===== config.mk =====
export PLATFORM = sky130hd
export DESIGN_NAME = adll_ctrl
export DESIGN_NICKNAME = d
export VERILOG_FILES = /design/src/hw/rtl/adll_pkg.sv /design/src/hw/rtl/adll_ctrl.sv
export SDC_FILE = /design/constraint.sdc
export NUM_CORES = 1
export LEC_CHECK = 0
export CAP_MARGIN = 10
export CORE_AREA = 2 2 39 41
export DETAILED_ROUTE_END_ITERATION = 7
export DIE_AREA = 0 0 41 43
export DONT_BUFFER_PORTS = 1
export GPL_ROUTABILITY_DRIVEN = 1
export GPL_TIMING_DRIVEN = 0
export PLACE_DENSITY = 0.39
export SYNTH_ARGS = -nofsm -noshare
export SYNTH_HDL_FRONTEND = slang
export SYNTH_SLANG_ARGS = --single-unit

===== constraint.sdc =====
create_clock -name clk -period 2.6 [get_ports clk]
set_input_delay 0.52 -clock clk [delete_from_list [all_inputs] [get_ports clk]]
set_output_delay 0.52 -clock clk [all_outputs]
set_load 0.1 [all_outputs]

===== src/hw/rtl/adll_pkg.sv =====
// ----------------------------------------------------------------------------
// adll_pkg
// Shared types, constants and helpers for the array based doubly linked list.
// ----------------------------------------------------------------------------
package adll_pkg;

  localparam int FIELD_W   = 10;
  localparam int NODES_DEF = 1024;

  typedef enum logic [1:0] {
    OP_INS_LEFT  = 2'd0,
    OP_INS_RIGHT = 2'd1,
    OP_REMOVE    = 2'd2,
    OP_QUERY     = 2'd3
  } op_t;

  typedef enum logic [2:0] {
    S_CLEAR,
    S_IDLE,
    S_REDUCE,
    S_READ,
    S_WR1,
    S_WR2
  } state_t;

  typedef struct packed {
    logic load_in;
    logic rd_en;
    logic rd_port;
    logic reduce_step;
    logic wr1;
    logic wr2;
    logic load_out;
    logic clr_en;
  } cmd_t;

  typedef struct packed {
    logic clr_last;
    logic out_free;
  } sts_t;

  // node numbers need a remainder step only for a store depth that is
  // below the field range and not a power of two
  function automatic bit need_mod(input int n);
    return (n < (1 << FIELD_W)) && ((n & (n - 1)) != 0);
  endfunction

endpackage


===== src/hw/rtl/adll_ctrl.sv =====
// ----------------------------------------------------------------------------
// adll_ctrl
// Sequencer for the linked list: clearing sweep, node number reduction,
// link read and the two link write steps.
// ----------------------------------------------------------------------------
module adll_ctrl #(
  parameter int NODES = adll_pkg::NODES_DEF
) (
  input  logic             clk,
  input  logic             rst,
  input  logic             in_valid,
  output logic             in_stall,
  output adll_pkg::cmd_t   cmd,
  input  adll_pkg::sts_t   sts
);

  localparam bit NEED_MOD = adll_pkg::need_mod(NODES);
  localparam int RSTEPS   = 2;
  localparam int RW       = $clog2(RSTEPS);

  adll_pkg::state_t state;
  adll_pkg::state_t state_next;
  logic [RW-1:0]    rcnt;
  logic             rlast;

  assign rlast = (rcnt == RW'(RSTEPS - 1));

  always_ff @(posedge clk) begin
    if (rst) begin
      state <= adll_pkg::S_CLEAR;
      rcnt  <= '0;
    end else begin
      state <= state_next;
      if (state == adll_pkg::S_REDUCE) begin
        rcnt <= rcnt + RW'(1);
      end else begin
        rcnt <= '0;
      end
    end
  end

  always_comb begin
    state_next = state;
    cmd        = '0;
    in_stall   = 1'b1;
    unique case (state)
      adll_pkg::S_CLEAR: begin
        cmd.clr_en = 1'b1;
        if (sts.clr_last) begin
          state_next = adll_pkg::S_IDLE;
        end
      end
      adll_pkg::S_IDLE: begin
        in_stall    = 1'b0;
        cmd.rd_en   = 1'b1;
        cmd.rd_port = 1'b1;
        if (in_valid) begin
          cmd.load_in = 1'b1;
          state_next  = NEED_MOD ? adll_pkg::S_REDUCE : adll_pkg::S_WR1;
        end
      end
      adll_pkg::S_REDUCE: begin
        cmd.reduce_step = 1'b1;
        if (rlast) begin
          state_next = adll_pkg::S_READ;
        end
      end
      adll_pkg::S_READ: begin
        cmd.rd_en  = 1'b1;
        state_next = adll_pkg::S_WR1;
      end
      adll_pkg::S_WR1: begin
        cmd.wr1    = 1'b1;
        state_next = adll_pkg::S_WR2;
      end
      adll_pkg::S_WR2: begin
        // second write step repeats harmlessly while the result waits
        cmd.wr2 = 1'b1;
        if (sts.out_free) begin
          cmd.load_out = 1'b1;
          state_next   = adll_pkg::S_IDLE;
        end
      end
      default: begin
        state_next = adll_pkg::S_IDLE;
      end
    endcase
  end

endmodule


==> impl_metrics.ini, run 1 <==
[global_routing]
grt_pass1_wl_um = 855
antenna_found_initial = 0
grt_usage_pct = 7.53
grt_max_degree = 9
grt_pass1_vias = 209
gr-total-overflow = 0

[synthesis]
syn_area_per_cell_um2 = 8.13
synth_seq_area_share_pct = 35.2
yosysTopAreaCell = dfxtp_1
netlist_area_um2 = 228
ys_warn_count = 0
synth_area_leaders = dfxtp_1 (35%), nor3_4 (7.1%), a21oi_1 (6.6%), and2_1 (5.5%), nor3b_2 (5.5%)
ys_types = 18
netlist_instances = 28
synth_seq_cells = 4
yosysTopAreaCellShare_pct = 35.2
synth_fp_nets = 33

[worst_setup_path]
critPathMaxFanout = 3
slowest_stage = nor3_4
crit_buf_inv = 2
cp-end-kind = output port
cp_top_family = buffers and inverters
start_kind = flop
cp_cell_sequence = inv_4, nor3_4, clkinvlp_4
slowest_delay_ps = 860
required_ps = 2080
crit_type = flop to output port
critPathArrivalTime_ps = 2310

[clock_tree]
numCtsBuffers = 3
root_buffer = clkbuf_4
clock_sinks = 4
clkLatencyLatePin_ps = 230
htree_levels = 1
cts-hold-fix-buffers = 0
cts_buffer_depth = 2
cts_tree = done
clkTransAtPathRegs_ps = 40

[pwr]
seq_power_share_pct = 28.0
switchingPower_w = 0.000114
netSwitchingFraction_pct = 45.8
clkPwrFrac_pct = 30.0
power_per_cell_area_nw_per_um2 = 732
peakVddDrop_mv = 0.221
pwr-share-comb_pct = 42.0
p_leak_nw = 0.131
intPower_w = 0.000135

[min_path]
min_path_type = input pin to flop

[die]
core_area_um2 = 1380
die_w_um = 41
start_util_pct = 16.5
pin_count = 14
dieArea_um2 = 1760
die_h_um = 43
rows = 14

[cells_and_area]
fin_nets = 41
layout_common_cells = buf_4 (4), a21oi_1 (3), clkbuf_4 (3)
syn_to_final_growth_pct = 49.5
fillers = 164
diodes = 0
layout_commonest_cell = buf_4
utilization_pct = 24.6
layout-drive-gt1-share_pct = 58.8

[sta]
rsz0062_at_grt = yes
slew_headroom_pct = 27.2
min_period_ps = 2830
tns_ps = -298
hold_viol_final = 0
fin_skew_ps = 1.33
fmaxAchievable_ghz = 0.353
min_period_over_period_pct = 109
drv_slew = 0
setup_viol = 3
worst_pin_slew_ps = 1090
layout_setup_ws_ps = -232

[placed_design]
gp_congestion = 0.632
io_buffers = 0

[flow_run]
cap_violations = 0

[detailed_routing]
routedWlPerCell_um = 11.0
drc = 0
vias_per_cell = 4.38
drt_iter0_markers = 1
drt-pass1-iter-count = 2
num_vias = 219
ant_nets = 0
wl_um = 552

[status]
violations = setup timing
status = finished with violations
logic make-up (layout without fill, tap and decap cells):
kind of cell    after synthesis  count (layout)  synth area share, %
simple gates                 14              14                 42.9
compound gates                6               6                 14.8
flops                         4               4                 35.2
buf+inv                       4              10                 7.14
area by class of cell:
type	count	area (µm²)	area share, %
Multi-Input combinational cell	20	164	48.2
Timing Repair Buffer	4	30.0	8.82
Tap cell	16	20.0	5.88
Inverter	3	17.5	5.15
Sequential cell	4	86.3	25.4
Clock buffer	3	22.5	6.62
state kept, by name (all words and copies together), names as in the netlist:
| register | count |
|---|---|
| rcnt | 1 |
| state | 3 |
routing by layer:
layer / vias up / global-route usage (%) / share of wire (%) / routed length [µm]
li1: 106 / - / - / -
met1: 98 / 9.65 / 48 / 267
met2: 15 / 9.06 / 38 / 208
met3: 0 / 6.81 / 14 / 77
met4: 0 / 2.00 / 0 / 0
met5: - / 0 / 0 / 0
power groups by stage:
stage               Combinational [W]  Sequential (W)   Clock, W
floorplan                   0.0000906       0.0000702          0
global placement            0.0000930       0.0000712          0
detailed placement          0.0000950       0.0000730          0
CTS                          0.000105       0.0000696  0.0000790
global route                 0.000109       0.0000702  0.0000822
finish                       0.000105       0.0000697  0.0000746
stage by stage:
step           cells  hold WS [ps]  total power [W]  cell area, µm²  setup WS [ps]
2_1_floorplan     28           399         0.000161             246           14.1
3_3_place_gp      44           415         0.000164             267          -63.6
3_5_place_dp      44           422         0.000168             279           -147
4_1_cts           51           337         0.000254             350           -261
5_1_grt           50           337         0.000261             340           -316
6_report          50           349         0.000249             340           -232
cells in the mapped netlist:
cell      count
a31oi_1       1
nand2b_2      1
buf_2         1
and2b_2       1
nand2_1       2
inv_2         1
nor3b_2       1
nor3_1        2
nand2b_1      1
inv_1         2
o21ai_0       1
a21o_1        1
nor3b_1       1
a21oi_1       3
nor2_1        2
and2_1        2
nor3_4        1
dfxtp_1       4
final timing paths:
| kind | cells after the start | start | to | slack [ps] |
|---|---|---|---|---|
| worst min register to register | 1 | rcnt$_SDFF_PP0_ | rcnt$_SDFF_PP0_ | 420 |
| worst min-delay path | 1 | rst | state[1]$_SDFFE_PP0P_ | 350 |
| worst max-delay path | 3 | state[0]$_SDFFE_PP0P_ | in_stall | -230 |
| worst max register to register | 4 | state[0]$_SDFFE_PP0P_ | state[2]$_SDFFE_PP0P_ | 1180 |
repair_timing:
item | in CTS | in global routing
setup buffers | 4 | 0
gates cloned | 0 | 0
setup endpoints to repair | 3 | 3
resized for setup | 8 | 1
hold endpoints to repair | 0 | 0
pin swaps | 2 | 2
Power figures use the tool's default switching activity.
==> run 2: changes to the inputs <==
Settings changed: MAX_ROUTING_LAYER set to met4.
==> run 2 against run 1 <==
Against the previous run:
- the run still ends with setup timing left
- first-iteration DRC count increased to 4.0 times the previous value
- highest routed layer unchanged
- global-route usage increased by 0.19 points
- count of clock-buffer cells in the layout unchanged
- sequential share of layout area unchanged
- register-to-register slack about the same
- clock skew about the same
- non-clock buffer count unchanged
- critical endpoint unchanged
==> impl_metrics.ini, run 2 (synthesis results as in run 1) <==
[status]
status = finished with violations
violations = setup timing

[clock_tree]
clkTransAtPathRegs_ps = 40
htree_levels = 1
cts_buffer_depth = 2
cts-hold-fix-buffers = 0
root_buffer = clkbuf_4
clock_sinks = 4
clkLatencyLatePin_ps = 230
cts_tree = done
numCtsBuffers = 3

[worst_setup_path]
critPathArrivalTime_ps = 2310
slowest_delay_ps = 860
cp_top_family = buffers and inverters
critPathMaxFanout = 3
crit_type = flop to output port
cp-end-kind = output port
crit_buf_inv = 2
slowest_stage = nor3_4
required_ps = 2080
start_kind = flop
cp_cell_sequence = inv_4, nor3_4, clkinvlp_4

[detailed_routing]
vias_per_cell = 4.42
routedWlPerCell_um = 11.0
drt_iter0_markers = 4
drc = 0
ant_nets = 0
drt-pass1-iter-count = 2
wl_um = 551
num_vias = 221

[cells_and_area]
diodes = 0
syn_to_final_growth_pct = 49.5
largest_register = state
layout_common_cells = buf_4 (4), a21oi_1 (3), clkbuf_4 (3)
largest_reg_flops = 3
layout_commonest_cell = buf_4
reg_top3 = state: 3 flops, rcnt: 1 flops
layout-drive-gt1-share_pct = 58.8
fillers = 164
fin_nets = 41

[pwr]
p_total_w = 0.000249
p_leak_nw = 0.131
power_per_cell_area_nw_per_um2 = 732
peakVddDrop_mv = 0.221

[sta]
setup_viol = 3
slew_headroom_pct = 27.2
min_period_over_period_pct = 109
min_period_ps = 2830
hold_viol_final = 0
worst_pin_slew_ps = 1090
fmaxAchievable_ghz = 0.353
drv_slew = 0
layout_setup_ws_ps = -232
fin_skew_ps = 1.34
rsz0062_at_grt = yes

[die]
rows = 14
dieArea_um2 = 1760
start_util_pct = 16.5
die_w_um = 41
die_h_um = 43
pin_count = 14
core_area_um2 = 1380

[global_routing]
grt_pass1_wl_um = 862
grt_max_degree = 9
grt_pass1_vias = 209
antenna_found_initial = 0
grt_usage_pct = 7.72
gr-total-overflow = 0

[placed_design]
dp_slack_ps = -147
io_buffers = 0
gp_congestion = 0.637

[flow_run]
cap_violations = 0

[min_path]
min_path_type = input pin to flop
-- run 2: cell counts in the layout (fill, tap and decap cells not counted) --
Identical to the previous run, type by type.
-- run 2: worst paths after layout --
path | start | to | slack [ps] | cells past startpoint
max | state[0]$_SDFFE_PP0P_ | in_stall | -230 | 3
min | rst | state[1]$_SDFFE_PP0P_ | 350 | 1
max reg2reg | state[0]$_SDFFE_PP0P_ | state[2]$_SDFFE_PP0P_ | 1180 | 4
min reg2reg | rcnt$_SDFF_PP0_ | rcnt$_SDFF_PP0_ | 430 | 1
-- run 2: layout make-up --
cell class / instances / area, µm² / share of cell area [%]
Multi-Input combinational cell: 20 / 164 / 48.2
Tap cell: 16 / 20.0 / 5.88
Inverter: 3 / 17.5 / 5.15
Timing Repair Buffer: 4 / 30.0 / 8.82
Clock buffer: 3 / 22.5 / 6.62
Sequential cell: 4 / 86.3 / 25.4
-- run 2: metal layers --
metal  share of wire, %  track usage, %
met5                  0               -
met4                  0            2.00
met3                 14            6.81
met2                 38            9.06
met1                 48            9.65
-- run 2: stage by stage --
stage	cell area [µm²]	hold slack, ps	instances	setup TNS [ps]	util (%)
3_5_place_dp	279	422	44	-317	20.2
5_1_grt	340	337	50	-510	24.6
2_1_floorplan	246	399	28	0	-
3_3_place_gp	267	415	44	-74.4	19.3
4_1_cts	350	337	51	-400	25.3
6_report	340	349	50	-299	24.6
-- run 2: repair_timing --
item / CTS / global route
buffers inserted: 4 / 0
gates resized for setup: 8 / 1
pin swaps: 2 / 2
endpoints found under the setup margin: 3 / 3
-- run 2: power breakdown --
| part | leakage (nW) | switching (W) | internal [W] |
|---|---|---|---|
| Sequential | 0.0341 | 0.00000503 | 0.0000647 |
| Combinational | 0.0834 | 0.0000858 | 0.0000189 |
| Clock | 0.0138 | 0.0000232 | 0.0000515 |
| Total | 0.131 | 0.000114 | 0.000135 |
==> run 3: changes to the inputs <==
Settings changed: ABC_AREA set to 1, PLACE_DENSITY 0.39 to 0.4.
==> run 3 against run 2 <==
Against the previous run:
- highest routed layer unchanged
- synthesized cell count is 36% higher
- cell count increased by 14%
- clock skew shrank 1.2 ps
- clock power is 2% higher
- utilization shrank 1.6 points
- register-to-register slack hardly changed
- critical path depth shrank 1
- via count is 0.90% higher
- combinational power increased by 110%
- critical path type unchanged
- the run now ends clean
- critical endpoint is now cmd[1]
==> impl_metrics.ini, run 3 <==
[synthesis]
async_flop_share_pct = 0
synth_most_common_cell = inv_1
yosysTopAreaCell = dfxtp_1
synth-simple-area-share_pct = 42.6
synth_seq_area_share_pct = 33.7
synth_top_family_by_area = simple AND/OR/NAND/NOR gates
syn_area_per_cell_um2 = 6.26
netlist_area_um2 = 238
synth_fa_ha_area_share_pct = 0
synth_compound_area_share_pct = 6.32
synth-xor-area-share_pct = 0
synthFlopType = dfxtp_1
synth-edff-count = 0
synth_area_leaders = dfxtp_1 (34%), inv_1 (16%), nor2_1 (11%), nand3_1 (8.4%), nor2_2 (7.9%)
synth_seq_cells = 4
ys_warn_count = 0
synth.mux.area_fraction_pct = 0
synth_fp_nets = 43
yosysTopAreaCellShare_pct = 33.7
ys_types = 13
netlist_instances = 38
synth_common_cells = inv_1 (10), nor2_1 (7), dfxtp_1 (4), nand3_1 (4), nor2_2 (3)

[sta]
drv_slew = 0
holdWs_ps = 352
rsz0062_at_grt = no
worst_pin_slew_ps = 1060
min_period_ps = 2310
min_period_over_period_pct = 88.9
hold_viol_final = 0
fin_skew_ps = 0.192
tns_ps = 0
fmaxAchievable_ghz = 0.432
setup_viol = 0
slew_headroom_pct = 29.6

[clock_tree]
cts_tree = done
clkTransAtPathRegs_ps = 40
cts_setup_buffers = 0
clock_sinks = 4
cts-hold-fix-buffers = 0
cts_buffer_depth = 2
root_buffer = clkbuf_4
numCtsBuffers = 3
clkLatencyLatePin_ps = 230
htree_levels = 1

[worst_setup_path]
cp-end-kind = output port
slowest_stage = nor2_2
slowest_delay_ps = 840
required_ps = 2080
start_kind = flop
cp_top_family = simple AND/OR/NAND/NOR gates
critPathMaxFanout = 7
critPathArrivalTime_ps = 1790
cp_cell_sequence = nand3_1, nor2_2
crit_type = flop to output port
crit_buf_inv = 0

[die]
pin_count = 14
dieArea_um2 = 1760
core_area_um2 = 1380
start_util_pct = 17.2
die_w_um = 41
die_h_um = 43
rows = 14

[cells_and_area]
largest_register = state
layout_commonest_cell = inv_1
syn_to_final_growth_pct = 33.7
layout_common_cells = inv_1 (9), nor2_2 (6), nand3_1 (4), dfxtp_1 (4)
reg_top3 = state: 3 flops, rcnt: 1 flops
largest_reg_flops = 3
utilization_pct = 23.0
diodes = 0
layout-drive-gt1-share_pct = 34.1
finalInstanceArea_um2 = 318
fin_nets = 48

[pwr]
peakVddDrop_mv = 0.232
p_total_w = 0.000378
p_leak_nw = 0.136
power_per_cell_area_nw_per_um2 = 1190

[min_path]
min_path_type = input pin to flop

[global_routing]
antenna_found_initial = 0
grt_use_met1_pct = 2.88
grt_pass1_vias = 171
grt_max_degree = 8
grt_busiest_layer = met4
use_met3_pct = 1.57
use_met2_pct = 8.44
grt_usage_pct = 5.86
grt_pass1_wl_um = 552
gr-total-overflow = 0

[detailed_routing]
wl_um = 488
drt_iter0_markers = 5
routedWlPerCell_um = 8.56
drc = 0
drt-pass1-iter-count = 2
num_vias = 223
vias_per_cell = 3.91
ant_nets = 0

[placed_design]
gp_congestion = 0.517
dpl_cell_area_um2 = 279
io_buffers = 0
place_hpwl_um = 373

[flow_run]
cap_violations = 0

[status]
status = finished, final reports clean
run 3: stage by stage:
| stage | std cells | setup slack, ps |
|---|---|---|
| global placement | 54 | 32.0 |
| floorplan | 38 | 114 |
| detailed placement | 54 | 12.1 |
| finish | 57 | 288 |
| CTS | 57 | 2.61 |
| global route | 57 | 216 |
run 3: layout make-up:
| type | count | area [µm²] |
|---|---|---|
| Multi-Input combinational cell | 23 | 150 |
| Clock buffer | 3 | 22.5 |
| Fill cell | 163 | 1070 |
| Tap cell | 16 | 20.0 |
| Inverter | 11 | 45.0 |
| Sequential cell | 4 | 80.1 |
run 3: routing by layer:
metal	share of wire [%]	wire length (µm)
met1	41	201
met2	51	249
met3	7.4	36
met4	0	0
met5	0	0
run 3: repair_timing:
item,4_1_cts,5_1_grt
endpoints found under the setup margin,2,1
pin swaps,0,1
resized for setup,2,1
run 3: worst paths after layout:
check	slack, ps	depth (start not counted)	endpoint	startpoint
worst max-delay path	290	2	cmd[1]	state[0]$_SDFFE_PP0P_
worst min-delay path	350	1	state[0]$_SDFFE_PP0P_	rst
worst max register to register	1180	5	state[2]$_SDFFE_PP0P_	state[0]$_SDFFE_PP0P_
worst min register to register	500	3	rcnt$_SDFF_PP0_	rcnt$_SDFF_PP0_
run 3: cell families after synthesis:
logic type	after synthesis
AOI/OAI and AO/OA	3
DFF	4
buffers and inverters	11
and+or+nand+nor	20
run 3: where the power goes:
group / total, W / leakage [nW] / switching (W) / internal (W)
sequential: 0.0000819 / 0.0326 / 0.0000142 / 0.0000676
clock: 0.0000763 / 0.0138 / 0.0000247 / 0.0000516
combinational: 0.000220 / 0.0901 / 0.000196 / 0.0000236
